<file path="config.mk">
export PLATFORM = sky130hd
export DESIGN_NAME = glob_wildcard_matcher
export DESIGN_NICKNAME = d
export VERILOG_FILES = /design/src/hw/rtl/gwm_pkg.sv /design/src/hw/rtl/glob_wildcard_matcher.sv /design/src/hw/rtl/gwm_front.sv /design/src/hw/rtl/gwm_queue.sv /design/src/hw/rtl/gwm_back.sv
export SDC_FILE = /design/constraint.sdc
export NUM_CORES = 1
export LEC_CHECK = 0
export ABC_AREA = 1
export BUFFER_PORTS_ARGS = -buffer_cell sky130_fd_sc_hd__buf_2
export CAP_MARGIN = 20
export CORE_UTILIZATION = 30
export DETAILED_ROUTE_END_ITERATION = 16
export GPL_TIMING_DRIVEN = 1
export PLACE_DENSITY = 0.56
export SLEW_MARGIN = 40
export SYNTH_ARGS = -nofsm -noshare
export SYNTH_HDL_FRONTEND = slang
export SYNTH_SLANG_ARGS = --single-unit
</file>
<file path="constraint.sdc">
create_clock -name clk_i -period 6 [get_ports clk_i]
set_input_delay 0.3 -clock clk_i [delete_from_list [all_inputs] [get_ports clk_i]]
set_output_delay 0.3 -clock clk_i [all_outputs]
set_load 0.03 [all_outputs]
</file>
<file path="src/hw/rtl/gwm_pkg.sv">
`default_nettype none

package gwm_pkg;

  // pattern geometry
  localparam int MaxPattern   = 32;
  localparam int PatternBytes = 32;
  localparam int LenW         = 6;
  localparam int QueueDepth   = 2;

  // wildcard characters
  localparam logic [7:0] StarChar = 8'h2A;
  localparam logic [7:0] AnyChar  = 8'h3F;

  // configuration register map (index = byte address / 8)
  typedef enum logic [2:0] {
    RegCharsLow     = 3'd0,
    RegCharsMidLow  = 3'd1,
    RegCharsMidHigh = 3'd2,
    RegCharsHigh    = 3'd3,
    RegLength       = 3'd4,
    RegFoldCase     = 3'd5
  } gwm_reg_e;

  // what a subject request asks of the back end
  typedef enum logic [1:0] {
    OpStep  = 2'd0,
    OpLast  = 2'd1,
    OpEmpty = 2'd2
  } gwm_op_e;

  typedef struct packed {
    gwm_op_e    op;
    logic [7:0] ch;
  } gwm_item_t;

  typedef struct packed {
    logic [PatternBytes-1:0][7:0] chars;
    logic [LenW-1:0]              length;
    logic                         fold;
  } gwm_cfg_t;

  // ascii upper case to lower case when folding is on
  function automatic logic [7:0] fold_byte(input logic [7:0] c, input logic en);
    logic [7:0] r;
    r = c;
    if (en && (c >= 8'h41) && (c <= 8'h5A)) begin
      r = c + 8'h20;
    end
    return r;
  endfunction

endpackage

`default_nettype wire

</file>
<file path="src/hw/rtl/glob_wildcard_matcher.sv">
`default_nettype none

// Glob matcher: subject characters stream in on s_axis and are matched against
// the configured pattern, where '*' matches any run and '?' any one character.
// One result (matched in m_axis_tdata bit 0) comes out for each character sent
// with tlast, or for each request with the empty-subject flag in tuser, which
// reports on the characters seen so far without consuming one. The block takes
// one character per clock when not stalled; that rate is set by the update of
// the live position vector (two carry-chain star closures around a bank of
// per-position byte compares). The final character passes the input register,
// queue entry and result register. Pattern registers sit at byte addresses 0,
// 8, 16 and 24 (characters 0-7 up to 24-31, first in the low byte), the length
// at 32 and case folding at 40; write them only while no subject is in flight.
module glob_wildcard_matcher #(
  parameter int MAX_PATTERN = gwm_pkg::MaxPattern
) (
  input  wire logic        clk_i,
  input  wire logic        rst_ni,
  // configuration port
  input  wire logic        psel,
  input  wire logic        penable,
  input  wire logic        pwrite,
  input  wire logic [5:0]  paddr,
  input  wire logic [63:0] pwdata,
  output logic [63:0]      prdata,
  output logic             pready,
  // subject input
  input  wire logic        s_axis_tvalid,
  output logic             s_axis_tready,
  input  wire logic [7:0]  s_axis_tdata,   // [7:0] subject_char
  input  wire logic        s_axis_tlast,   // last_char
  input  wire logic        s_axis_tuser,   // [0] empty_subject
  // match result
  output logic             m_axis_tvalid,
  input  wire logic        m_axis_tready,
  output logic [7:0]       m_axis_tdata    // [0] matched, [7:1] zero
);
  import gwm_pkg::*;

  logic [63:0]     chars_q [4];
  logic [LenW-1:0] length_q;
  logic            fold_q;
  logic            wr_en;
  gwm_reg_e        reg_idx;
  gwm_cfg_t        cfg;
  gwm_item_t       front_item, back_item;
  logic            front_valid, front_ready, back_valid, back_ready;
  logic            matched;

  assign pready  = 1'b1;
  assign wr_en   = psel && penable && pwrite && pready;
  assign reg_idx = gwm_reg_e'(paddr[5:3]);

  // register writes
  always_ff @(posedge clk_i or negedge rst_ni) begin
    if (!rst_ni) begin
      for (int i = 0; i < 4; i++) begin
        chars_q[i] <= '0;
      end
      length_q <= '0;
      fold_q   <= 1'b0;
    end else if (wr_en) begin
      unique case (reg_idx)
        RegCharsLow:     chars_q[0] <= pwdata;
        RegCharsMidLow:  chars_q[1] <= pwdata;
        RegCharsMidHigh: chars_q[2] <= pwdata;
        RegCharsHigh:    chars_q[3] <= pwdata;
        RegLength:       length_q   <= pwdata[LenW-1:0];
        RegFoldCase:     fold_q     <= pwdata[0];
        default: ;
      endcase
    end
  end

  // register reads
  always_comb begin
    unique case (reg_idx)
      RegCharsLow:     prdata = chars_q[0];
      RegCharsMidLow:  prdata = chars_q[1];
      RegCharsMidHigh: prdata = chars_q[2];
      RegCharsHigh:    prdata = chars_q[3];
      RegLength:       prdata = {{(64 - LenW){1'b0}}, length_q};
      RegFoldCase:     prdata = {63'b0, fold_q};
      default:         prdata = '0;
    endcase
  end

  assign cfg.chars  = {chars_q[3], chars_q[2], chars_q[1], chars_q[0]};
  assign cfg.length = length_q;
  assign cfg.fold   = fold_q;

  // front end: accept and classify requests
  gwm_front u_front (
    .clk_i          (clk_i),
    .rst_ni         (rst_ni),
    .subject_char_i (s_axis_tdata),
    .last_char_i    (s_axis_tlast),
    .empty_subject_i(s_axis_tuser),
    .in_valid_i     (s_axis_tvalid),
    .in_ready_o     (s_axis_tready),
    .item_o         (front_item),
    .item_valid_o   (front_valid),
    .item_ready_i   (front_ready)
  );

  // decoupling queue
  gwm_queue u_queue (
    .clk_i       (clk_i),
    .rst_ni      (rst_ni),
    .push_item_i (front_item),
    .push_valid_i(front_valid),
    .push_ready_o(front_ready),
    .pop_item_o  (back_item),
    .pop_valid_o (back_valid),
    .pop_ready_i (back_ready)
  );

  // back end: position vector update and result
  gwm_back #(
    .MAX_PATTERN(MAX_PATTERN)
  ) u_back (
    .clk_i       (clk_i),
    .rst_ni      (rst_ni),
    .cfg_i       (cfg),
    .item_i      (back_item),
    .item_valid_i(back_valid),
    .item_ready_o(back_ready),
    .matched_o   (matched),
    .out_valid_o (m_axis_tvalid),
    .out_ready_i (m_axis_tready)
  );

  assign m_axis_tdata = {7'b0, matched};

endmodule

`default_nettype wire

</file>
<file path="src/hw/rtl/gwm_front.sv">
`default_nettype none

module gwm_front (
  input  wire logic              clk_i,
  input  wire logic              rst_ni,
  input  wire logic [7:0]        subject_char_i,
  input  wire logic              last_char_i,
  input  wire logic              empty_subject_i,
  input  wire logic              in_valid_i,
  output logic                   in_ready_o,
  output gwm_pkg::gwm_item_t     item_o,
  output logic                   item_valid_o,
  input  wire logic              item_ready_i
);
  import gwm_pkg::*;

  logic      valid_q;
  gwm_item_t item_q, item_d;

  // classify the incoming request
  always_comb begin
    item_d.ch = subject_char_i;
    if (empty_subject_i) begin
      item_d.op = OpEmpty;
    end else if (last_char_i) begin
      item_d.op = OpLast;
    end else begin
      item_d.op = OpStep;
    end
  end

  assign in_ready_o   = !valid_q || item_ready_i;
  assign item_o       = item_q;
  assign item_valid_o = valid_q;

  // input register stage
  always_ff @(posedge clk_i or negedge rst_ni) begin
    if (!rst_ni) begin
      valid_q <= 1'b0;
    end else if (in_ready_o) begin
      valid_q <= in_valid_i;
    end
  end

  always_ff @(posedge clk_i) begin
    if (in_ready_o && in_valid_i) begin
      item_q <= item_d;
    end
  end

endmodule

`default_nettype wire

</file>
<file path="src/hw/rtl/gwm_queue.sv">
`default_nettype none

module gwm_queue (
  input  wire logic               clk_i,
  input  wire logic               rst_ni,
  input  wire gwm_pkg::gwm_item_t push_item_i,
  input  wire logic               push_valid_i,
  output logic                    push_ready_o,
  output gwm_pkg::gwm_item_t      pop_item_o,
  output logic                    pop_valid_o,
  input  wire logic               pop_ready_i
);
  import gwm_pkg::*;

  localparam int PtrW = (QueueDepth > 1) ? $clog2(QueueDepth) : 1;
  localparam int CntW = $clog2(QueueDepth + 1);

  gwm_item_t       entry_q [QueueDepth];
  logic [PtrW-1:0] wr_ptr_q, rd_ptr_q;
  logic [CntW-1:0] count_q;
  logic            push, pop;

  assign push_ready_o = (count_q != CntW'(QueueDepth));
  assign pop_valid_o  = (count_q != '0);
  assign pop_item_o   = entry_q[rd_ptr_q];
  assign push         = push_valid_i && push_ready_o;
  assign pop          = pop_valid_o && pop_ready_i;

  // pointers and fill level
  always_ff @(posedge clk_i or negedge rst_ni) begin
    if (!rst_ni) begin
      wr_ptr_q <= '0;
      rd_ptr_q <= '0;
      count_q  <= '0;
    end else begin
      if (push) begin
        wr_ptr_q <= (wr_ptr_q == PtrW'(QueueDepth - 1)) ? '0 : wr_ptr_q + 1'b1;
      end
      if (pop) begin
        rd_ptr_q <= (rd_ptr_q == PtrW'(QueueDepth - 1)) ? '0 : rd_ptr_q + 1'b1;
      end
      if (push && !pop) begin
        count_q <= count_q + 1'b1;
      end else if (pop && !push) begin
        count_q <= count_q - 1'b1;
      end
    end
  end

  // entry storage
  always_ff @(posedge clk_i) begin
    if (push) begin
      entry_q[wr_ptr_q] <= push_item_i;
    end
  end

endmodule

`default_nettype wire

</file>
<file path="src/hw/rtl/gwm_back.sv">
`default_nettype none

module gwm_back #(
  parameter int MAX_PATTERN = gwm_pkg::MaxPattern
) (
  input  wire logic               clk_i,
  input  wire logic               rst_ni,
  input  wire gwm_pkg::gwm_cfg_t  cfg_i,
  input  wire gwm_pkg::gwm_item_t item_i,
  input  wire logic               item_valid_i,
  output logic                    item_ready_o,
  output logic                    matched_o,
  output logic                    out_valid_o,
  input  wire logic               out_ready_i
);
  import gwm_pkg::*;

  localparam int PosW = MAX_PATTERN + 1;

  logic [MAX_PATTERN-1:0] lim_ok, zero_ch, zero_low, char_ok, star, adv;
  logic [PosW-1:0]        mask_pos, end_oh, star_ext;
  logic [PosW-1:0]        live_q, live_d;
  logic [PosW-1:0]        v_in, b0, carry0, v0;
  logic [PosW-1:0]        nv, b1, carry1, v1;
  logic [7:0]             ch_fold;
  logic                   out_valid_q, matched_q, match_d;
  logic                   pop, finish;

  // per position pattern decode
  always_comb begin
    ch_fold = fold_byte(item_i.ch, cfg_i.fold);
    for (int i = 0; i < MAX_PATTERN; i++) begin
      lim_ok[i]  = (LenW'(i) < cfg_i.length);
      zero_ch[i] = lim_ok[i] && (cfg_i.chars[i] == 8'h00);
      star[i]    = (cfg_i.chars[i] == StarChar);
      adv[i]     = (cfg_i.chars[i] != StarChar) &&
                   ((cfg_i.chars[i] == AnyChar) ||
                    (fold_byte(cfg_i.chars[i], cfg_i.fold) == ch_fold));
    end
  end

  // pattern ends at the first zero byte within the length
  assign zero_low = zero_ch & (~zero_ch + MAX_PATTERN'(1));
  assign char_ok  = lim_ok & (zero_low - MAX_PATTERN'(1));
  assign mask_pos = {char_ok, 1'b1};
  assign end_oh   = mask_pos & ~{1'b0, mask_pos[PosW-1:1]};
  assign star_ext = {1'b0, star & char_ok};

  // star closure as a carry chain: a star passes a live position on
  assign v_in   = live_q & mask_pos;
  assign b0     = v_in & star_ext;
  assign carry0 = (star_ext + b0) ^ star_ext ^ b0;
  assign v0     = v_in | carry0;

  // consume one character, then close again
  assign nv     = (v0 & star_ext) | {v0[MAX_PATTERN-1:0] & char_ok & adv, 1'b0};
  assign b1     = nv & star_ext;
  assign carry1 = (star_ext + b1) ^ star_ext ^ b1;
  assign v1     = nv | carry1;

  assign finish       = (item_i.op != OpStep);
  assign item_ready_o = !finish || !out_valid_q || out_ready_i;
  assign pop          = item_valid_i && item_ready_o;
  assign match_d      = (item_i.op == OpEmpty) ? |(v0 & end_oh) : |(v1 & end_oh);
  assign live_d       = finish ? PosW'(1) : v1;

  assign matched_o   = matched_q;
  assign out_valid_o = out_valid_q;

  // live position vector and result register
  always_ff @(posedge clk_i or negedge rst_ni) begin
    if (!rst_ni) begin
      live_q      <= PosW'(1);
      out_valid_q <= 1'b0;
    end else begin
      if (pop) begin
        live_q <= live_d;
      end
      if (pop && finish) begin
        out_valid_q <= 1'b1;
      end else if (out_ready_i) begin
        out_valid_q <= 1'b0;
      end
    end
  end

  always_ff @(posedge clk_i) begin
    if (pop && finish) begin
      matched_q <= match_d;
    end
  end

endmodule

`default_nettype wire

</file>
# Word-level counts from Yosys, hierarchy flattened
# Memories as Yosys holds them, arrays and structs flattened.
# Cells that the tools add are included.
# totals
register_bits	313
ram_bits	20
inputBits	87
output_inout_bits	75
elab_cells	579
n_memories	1
# mem_list
name	depth	width	read_ports	rd_clocked_by_memory_dff	write_ports	line	text
u_queue.entry_q	2	10	1	0	1	gwm_queue.sv:18	gwm_item_t entry_q [QueueDepth];
# classes
n_addsub	41
n_lt_le_gt_ge	98
n_eq_ne	135
n_mux	45
bitwise_logic	21
reduce_logical	223
# ops
op	n
8-bit by 6-bit == test with 1-bit output (second input constant)	64
64-bit case mux with 6 select lines	1
8-bit by 6-bit adder with 8-bit output (second input constant)	33
8-bit by 7-bit greater-or-equal comparator with 1-bit output (second input constant)	33
8-bit by 7-bit less-or-equal comparator with 1-bit output (second input constant)	33
8-bit two-way mux	33
8-bit == test	32
8-bit logical NOT	32
8-bit by 6-bit inequality test with 1-bit output (second input constant)	32
32-bit AND	5
1-bit logical AND	138
33-bit AND	4
33-bit by 32-bit AND with 33-bit output	3
33-bit bitwise OR	3
5-bit by 6-bit < comparator with 1-bit output (first input constant)	16
32-bit by 33-bit adder with 33-bit output	2
33-bit OR reduction	2
33-bit by 32-bit bitwise XOR with 33-bit output	2
33-bit bitwise XOR	2
4-bit by 6-bit < comparator with 1-bit output (first input constant)	8
1-bit logical OR	35
33-bit two-way mux	1
32-bit inverter with 33-bit output	1
32-bit by 1-bit adder with 32-bit output (second input constant)	1
19 further kinds	47

# Logic depth before layout (Yosys ltp)
# Gate-level depths: netlist of run 1.
# logic_depth
ltp_word	24
mapped_depth	45
ltp_nobuf	44

# Modules after synthesis
# Synthesis of run 1 repeated with hierarchy kept, for this count alone.
# hier_totals
cells_unflattened	4925
area_unflattened_um2	30242.8
# modules_own_cells
mod	n_inst	cells_per_inst	area_per_inst_um2	seq_area_each_um2
gwm_back	1	3407	17006.3	882.1
glob_wildcard_matcher	1	1419	11908.9	6581.3
gwm_queue	1	81	974.7	700.7
gwm_front	1	18	352.8	325.3

# Worst setup path before layout of run 1
# OpenSTA, ideal clock, no wires.
# synth_timing
path_kind	reg2reg
startpoint	register u_queue.rd_ptr_q
endpoint	register u_back.matched_q, in the netlist u_back.matched_o, data pin
setup_time_ns	0.252
arrival_ns	3.629
required_ns	5.748
slack_ns	2.119
stages_incl_launch_ff	36
n_path_buf	0
period_less_slack_ns	3.881
cell_sequence	dfrtp_1 inv_2 nand2_1 nand2_4 clkinv_1 nand3_1 nand3_2 nand2_2 nand2_1 nand2_1 nand2_1 inv_1 nand3_1 nand2_1 nand2_1 nand3_1 inv_1 ha_1 xor2_1 nand3_1 nand2_1 nand3_1 nor2_1 nand4_1 nor2_1 nand2_1 nor2_1 nand3_1 nor3_1 nand3_1 nor2_1 nand3_1 nor2_1 nand3_1 nand2_1 nand2_1
# synth_via
elab_chain_cells	18
elab_cells_between_ends	114
cone_classes	2 x add/sub; 2 x order compare; 33 x eq/ne; 2 x mux; 7 x bitwise; 67 x reduce/logical; 1 x memory
# synth_lines
element	line	text
start: declaration	gwm_queue.sv:19	logic [PtrW-1:0] wr_ptr_q, rd_ptr_q;
start signal: assignment	gwm_queue.sv:40	rd_ptr_q <= (rd_ptr_q == PtrW'(QueueDepth - 1)) ? '0 : rd_ptr_q + 1'b1;
memory 2 x 10 bit *	n/a	
8-bit by 7-bit greater-or-equal comparator with 1-bit output	gwm_pkg.sv:47	if (en && (c >= 8'h41) && (c <= 8'h5A)) begin
1-bit logical AND (2 in series)	gwm_pkg.sv:47	
8-bit two-way mux	gwm_pkg.sv:47	
8-bit == test	gwm_back.sv:38	(fold_byte(cfg_i.chars[i], cfg_i.fold) == ch_fold));
1-bit logical OR	gwm_back.sv:37	((cfg_i.chars[i] == AnyChar) ||
1-bit logical AND	gwm_back.sv:36	adv[i] = (cfg_i.chars[i] != StarChar) &&
32-bit AND	gwm_back.sv:56	assign nv = (v0 & star_ext) | {v0[MAX_PATTERN-1:0] & char_ok & adv, 1'b0};
[2 not listed]	n/a	
32-bit by 33-bit adder with 33-bit output	gwm_back.sv:58	assign carry1 = (star_ext + b1) ^ star_ext ^ b1;
33-bit by 32-bit bitwise XOR with 33-bit output	gwm_back.sv:58	
33-bit bitwise XOR	gwm_back.sv:58	
33-bit bitwise OR	gwm_back.sv:59	assign v1 = nv | carry1;
33-bit AND	gwm_back.sv:64	assign match_d = (item_i.op == OpEmpty) ? |(v0 & end_oh) : |(v1 & end_oh);
33-bit OR reduction	gwm_back.sv:64	
1-bit two-way mux *	gwm_back.sv:64	
via u_back.match_d	gwm_back.sv:26	logic out_valid_q, matched_q, match_d;
end signal: assignment	gwm_back.sv:89	matched_q <= match_d;
end: declaration	gwm_back.sv:26	
# Mark *: on every way through the listed nets, which the timed path passes. The rest lies on a longest branch.
# A chain may end at the register's enable or synchronous reset.

# Final worst setup path of run 1
# layout_timing
startpoint	register length_q[5]
endpoint	register u_back.matched_q, in the netlist u_back.matched_o, data pin
# layout_via
elab_chain_cells	24
elab_cells_between_ends	92
cone_classes	4 x add/sub; 32 x order compare; 1 x mux; 21 x bitwise; 34 x reduce/logical
# layout_lines
element	line	text
start: declaration	glob_wildcard_matcher.sv:41	logic [LenW-1:0] length_q;
start signal: assignment	glob_wildcard_matcher.sv:68	RegLength: length_q <= pwdata[LenW-1:0];
1-bit by 6-bit < comparator with 1-bit output, or another cell as far along	gwm_back.sv:33	lim_ok[i] = (LenW'(i) < cfg_i.length);
1-bit logical AND	gwm_back.sv:34	zero_ch[i] = lim_ok[i] && (cfg_i.chars[i] == 8'h00);
32-bit inverter	gwm_back.sv:43	assign zero_low = zero_ch & (~zero_ch + MAX_PATTERN'(1));
32-bit by 1-bit adder with 32-bit output	gwm_back.sv:43	
32-bit AND	gwm_back.sv:43	
32-bit by 1-bit subtractor with 32-bit output	gwm_back.sv:44	assign char_ok = lim_ok & (zero_low - MAX_PATTERN'(1));
32-bit AND *	gwm_back.sv:44	
32-bit AND / 33-bit AND (equally long branches)	gwm_back.sv:47, gwm_back.sv:50	
[9 not listed]	n/a	
32-bit by 33-bit adder with 33-bit output	gwm_back.sv:58	
33-bit by 32-bit bitwise XOR with 33-bit output	gwm_back.sv:58	
33-bit bitwise XOR	gwm_back.sv:58	
33-bit bitwise OR	gwm_back.sv:59	
33-bit AND	gwm_back.sv:64	
33-bit OR reduction	gwm_back.sv:64	
1-bit two-way mux *	gwm_back.sv:64	
via u_back.match_d	gwm_back.sv:26	
# Marks and branches as above.

==> results.cfg, run 1 <==
[run_status]
outcome = finished clean

[detailed_routing]
wire_per_inst_um = 23.6
drc = 0
dr.pass1.iters = 6
ant_nets = 0
vias = 34200
vias_per_cell = 5.43
drtIter0Drc = 3595
wl_um = 148000

[critical_path]
max_stage_delay_ns = 0.44
path_class = reg2reg
crit_path_start_kind = flip-flop
critPathSlowestCell = dfrtp_1
cp.required_ns = 6.37
crit_arrival_ns = 6.06
cp_max_fo = 11
rrSetupSlack_ns = 0.31
path_common_cell = nand2_1
reg2regPathDepth = 38
crit_path_end_kind = flip-flop

[power_and_ir_drop]
peakVddDrop_v = 0.000313
leakage_uw = 0.0166
p_total_uw = 12400
p_per_area_nw_per_um2 = 355

[clocking]
cts.clk_slew.worst_paths_ns = 0.06
clkLatencyLatePin_ns = 0.62
cts-root-buf = clkbuf_16
cts_made_buffers = 42
cts_max_path_buffers = 3
cts_tree = done
cts.sinks = 333
htreeDepth = 2

[sta]
clock.fmax_ghz = 0.176
drv_slew = 0
min_period_ns = 5.69
hold_violations = 0
max-slew-margin-rel_pct = 40.4
setup_viol = 0
min_period_over_period_pct = 94.9
worst_slew_pin_slew_ns = 0.894
skew_ns = 0.0361

[layout]
num-nets-final = 5102
final_cell_mix = 1189 x nand2_1, 605 x inv_1, 512 x nor2_1
syn_to_final_growth_pct = 19.5
fin_cells = 6289
final_common_cell = nand2_1
drive_above_1_share_pct = 14.3

[global_routing]
grt_max_degree = 123
grt_pass1_wl_um = 214000
grt_use_total_pct = 29.3
antenna_found_initial = 7
overflow = 0
grt_pass1_vias = 31800

[yosys]
async_reset_ff_share_pct = 90.7
yosysSeqAreaShare_pct = 29.0
ys_ff_latch = 333
synthCells = 4653
synth_edf_count = 31
synthTopCellsByArea = dfrtp_1 26%, nand2_1 15%, inv_1 7.8%
yosys_warnings = 0
ys.flop_type = dfrtp_1
synth.distinct_cells = 77
yosysTopAreaCell = dfrtp_1
yosysTopAreaCellShare_pct = 25.8
syn_area_per_cell_um2 = 6.28
netlist_area_um2 = 29200

[floorplanning]
die_h_um = 314
fp-row-count = 114
ios = 162
die_w_um = 314
initial_utilization_pct = 30.3
coreArea_um2 = 96600
die_area_um2 = 98700

[min_path]
hold_depth = 3
worstHoldPathType = in2reg

[placed_design]
gp_congestion = 1.05
dp_cells = 6184
placement.io_buffers = 150
dp_hpwl_um = 118000

[run]
maxCapViolCount = 0
-- kinds of logic after synthesis --
kind of cell	after synthesis	share of synthesized area, %
AO/OA/AOI/OAI	802	16.3
XOR/XNOR	113	3.39
adder cells (fa/ha/maj)	36	1.54
buffers and inverters	848	11.3
flip-flops	333	29.0
multiplexers	1	0.0342
other	2	0.0257
AND/OR/NAND/NOR	2518	38.4
-- cells in the mapped netlist (all sizes together) (18+ instances only) --
cell / number
a22oi: 58
clkbuf: 122
nand3: 332
a21oi: 95
nand2: 1222
o221ai: 56
ha: 36
o21ai: 446
xor2: 97
edfxtp: 31
nor3: 78
nor2: 580
nand4: 200
dfrtp: 301
nor4: 62
a31oi: 20
a221oi: 18
inv: 664
o22ai: 44
buf: 49
-- metal layers --
metal / share of wire [%] / global-route usage [%] / vias to the layer above / wire [µm]
met5: 0.040 / 0 / - / 60
met4: 4.5 / 11.6 / 10 / 6740
met3: 8.6 / 4.78 / 279 / 12800
met2: 44 / 46.3 / 1563 / 64900
met1: 43 / 39.8 / 16200 / 63900
li1: - / - / 16100 / -
-- metrics by stage --
stage	util [%]	setup WS, ns	area [µm²]	hold slack (ns)	setup TNS (ns)
2_1_floorplan	-	2.12	29300	0.00441	0
3_3_place_gp	34.3	0.114	33100	0.414	0
3_5_place_dp	34.3	0.0998	33200	0.218	0
4_1_cts	36.0	0.0902	34800	0.00560	0
5_1_grt	36.2	-0.00327	34900	0.0288	-0.00327
6_report	36.2	0.309	34900	0.0167	0
-- path summary, 6_finish.rpt --
kind	to	from
setup / recovery	u_back.matched_o	length_q[5]
hold / removal	cfg[184]	pwdata[49]
setup reg to reg	u_back.matched_o	length_q[5]
hold reg to reg	u_queue.entry_q[1][6]	u_front.item_o[6]
max in group asynchronous	length_q[0]	rst_ni
min in group asynchronous	cfg[117]	rst_ni
-- flip-flops by register name, indices dropped and copies added (netlist names) --
signal and flops:
u_front.item_o 10, cfg 256, u_back.live_q 33, u_queue.count_q 2
u_queue.wr_ptr_q 1, u_back.matched_o 1, fold_q 1, length_q 6
u_front.item_valid_o 1, u_queue.rd_ptr_q 1, u_queue.entry_q 20, u_back.out_valid_o 1
-- layout make-up --
cell class | count | area [µm²]
fillers | 10600 | 61600
diodes | 1 | 2.50
flip-flops and latches | 333 | 8490
inverters | 677 | 2540
clock buffers | 53 | 1140
clock inverters | 24 | 288
multi-input cells | 3478 | 17700
well taps | 1276 | 1600
repair buffers | 447 | 3190
-- repair_timing --
action	in CTS	in global routing
setup buffers	0	10
hold endpoints to repair	92	0
hold buffers	16	0
endpoints found under the setup margin	0	1
gates resized for setup	0	18
-- power breakdown --
part / total, µW / switching, µW / leakage (µW) / internal, µW
registers: 3330 / 619 / 0.00422 / 2710
clock network: 2720 / 1140 / 0.000685 / 1580
logic: 6340 / 4450 / 0.0117 / 1900
total: 12400 / 6210 / 0.0166 / 6180
-- worst max-delay path: cells and delay by family (launching register included) --
family | cells | cell delay, ns
simple gates | 31 | 4.17
buf+inv | 6 | 0.75
compound gates | 1 | 0.09
flops | 1 | 0.44
Power figures use the tool's default switching activity.
==> inputs of run 2 (changes only) <==
--- a/config.mk
+++ b/config.mk
@@ -11,8 +11,9 @@
 export CORE_UTILIZATION = 30
 export DETAILED_ROUTE_END_ITERATION = 16
 export GPL_TIMING_DRIVEN = 1
-export PLACE_DENSITY = 0.56
+export PLACE_DENSITY = 0.54
 export SLEW_MARGIN = 40
 export SYNTH_ARGS = -nofsm -noshare
 export SYNTH_HDL_FRONTEND = slang
+export SYNTH_HIERARCHICAL = 1
 export SYNTH_SLANG_ARGS = --single-unit
==> results.cfg, run 2 <==
[power_and_ir_drop]
peakVddDrop_v = 0.000302
leakage_uw = 0.0169
p_per_area_nw_per_um2 = 344

[floorplanning]
die_h_um = 320
coreArea_um2 = 100000
ios = 162
die_area_um2 = 102000
fp-row-count = 116
die_w_um = 320
initial_utilization_pct = 30.2

[global_routing]
overflow = 0
grt_util_met3_pct = 4.29
grt_max_degree = 122
grt_use_total_pct = 28.4
antenna_found_initial = 2
grt.busiest_layer = met2
met2_usage_pct = 44.8
grt_pass1_wl_um = 219000
grt_pass1_vias = 33300
grtUsageMet1_pct = 39.0

[run]
maxCapViolCount = 0

[sta]
skew_ns = 0.0205
min_period_ns = 5.76
grt_setup_unrepaired = no
drv_slew = 0
finalWorstSetupSlack_ns = 0.235
hold_violations = 0
min_period_over_period_pct = 96.1
tns_ns = 0
setup_viol = 0
max-slew-margin-rel_pct = 34.4
worst_slew_pin_slew_ns = 0.974
hold_ws_ns = 0.123
clock.fmax_ghz = 0.173

[placed_design]
post-place-ws_ns = 0.182
place_area_um2 = 33500
placement.io_buffers = 150
gp_congestion = 1.04
dp_hpwl_um = 114000

[layout]
stdcell_area_um2 = 35900
largest_reg_flops = 256
syn_to_final_growth_pct = 18.6
drive_above_1_share_pct = 12.1
final_cell_mix = 1348 x nand2_1, 599 x inv_1, 569 x nor2_1
num-nets-final = 5330
final_common_cell = nand2_1

[critical_path]
path_common_cell = nand2_1
crit_path_start_kind = flip-flop
cp_max_fo = 8
max_stage_delay_ns = 0.55
crit_arrival_ns = 6.11
crit_path_end_kind = flip-flop
cp.required_ns = 6.35
path_class = reg2reg
critPathSlowestCell = dfrtp_1

[clocking]
clkLatencyLatePin_ns = 0.61
cts-root-buf = clkbuf_16
cts_made_buffers = 42
htreeDepth = 2
cts.clk_slew.worst_paths_ns = 0.06
cts_tree = done
cts_max_path_buffers = 3
cts.sinks = 333

[yosys]
netlist_top_cells_count = 1356 x nand2_1, 600 x inv_1, 576 x nor2_1
ys.flop_type = dfrtp_1
synth_compound_area_share_pct = 12.2
yosys_warnings = 6
synth.distinct_cells = 70
synthMuxAreaShare_pct = 0.0331
yosysTopAreaCell = dfrtp_1
syn_area_per_cell_um2 = 6.14
synthCells = 4925
synth_top_family_by_area = simple AND/OR/NAND/NOR gates
yosysSeqAreaShare_pct = 28.1
synthTopCellsByArea = dfrtp_1 25%, nand2_1 17%, inv_1 7.4%
yosysTopAreaCellShare_pct = 24.9
async_reset_ff_share_pct = 90.7
synth_xor_area_share_pct = 2.46
yosys.area_share.adder_pct = 1.49
synth_simple_gate_area_share_pct = 44.7
yosysMostFrequentCell = nand2_1
ys_ff_latch = 333
synth_edf_count = 31
netlist_area_um2 = 30200

[detailed_routing]
dr.pass1.iters = 6
drc = 0
wl_um = 149000
ant_nets = 0
drtIter0Drc = 3781
wire_per_inst_um = 22.8
vias = 36100
vias_per_cell = 5.52

[run_status]
outcome = finished clean

[min_path]
worstHoldPathType = in2reg
run 2: what timing repair did:
| action | CTS | global route |
|---|---|---|
| buffers inserted | 0 | 4 |
| hold endpoints to repair | 172 | 0 |
| endpoints found under the setup margin | 0 | 1 |
| gates resized for setup | 0 | 10 |
| hold buffers | 76 | 0 |
run 2: where the power goes:
part / internal (µW) / switching, µW
registers: 2700 / 704
clock network: 1640 / 1170
logic: 1780 / 4320
total: 6120 / 6190
run 2: final timing paths:
| path | from | end | slack, ns | depth (start not counted) |
|---|---|---|---|---|
| setup / recovery | length_q[1] | u_back/matched_o | 0.24 | 32 |
| hold / removal | pwdata[0] | length_q[0] | 0.12 | 3 |
| setup reg to reg | length_q[1] | u_back/matched_o | 0.24 | 32 |
| hold reg to reg | u_front/item_o[9] | u_queue/entry_q[1][9] | 0.45 | 0 |
| max in group asynchronous | rst_ni | cfg[74] | 4.63 | 4 |
| min in group asynchronous | rst_ni | cfg[47] | 0.19 | 2 |
run 2: cells by family (layout without fill, tap and decap cells):
| family | count (synthesis) | after routing |
|---|---|---|
| compound gates | 657 | 657 |
| xor+xnor | 84 | 84 |
| fa+ha+maj | 36 | 36 |
| buf+inv | 836 | 1145 |
| flops | 333 | 333 |
| mux | 1 | 1 |
| other cells | 2 | 11 |
| simple gates | 2976 | 2976 |
run 2: area by class of cell:
cell class | count | area, µm²
sequential | 333 | 8490
multi-input combinational | 3762 | 18600
timing repair buffer | 421 | 3200
tap | 1298 | 1620
inverter | 647 | 2440
clock buffer | 58 | 1250
antenna | 3 | 7.51
fill | 10900 | 64100
clock inverter | 19 | 231
run 2: stage by stage:
stage | utilization (%) | std cells | total power, µW
2_1_floorplan | - | 4931 | 6850
3_3_place_gp | 33.4 | 6379 | 9210
3_5_place_dp | 33.5 | 6381 | 9270
4_1_cts | 35.8 | 6534 | 12200
5_1_grt | 35.8 | 6538 | 12900
6_report | 35.9 | 6541 | 12300
run 2: per-layer routing:
metal  share of wire, %  routed length [µm]
met5                  0                   0
met4                3.9                5830
met3                8.6               12800
met2                 44               65300
met1                 44               65300
run 2: worst max-delay path: cells and delay by family (launching register included):
| family | cells | cell delay [ns] |
|---|---|---|
| simple gates | 32 | 4.88 |
| flops | 1 | 0.55 |
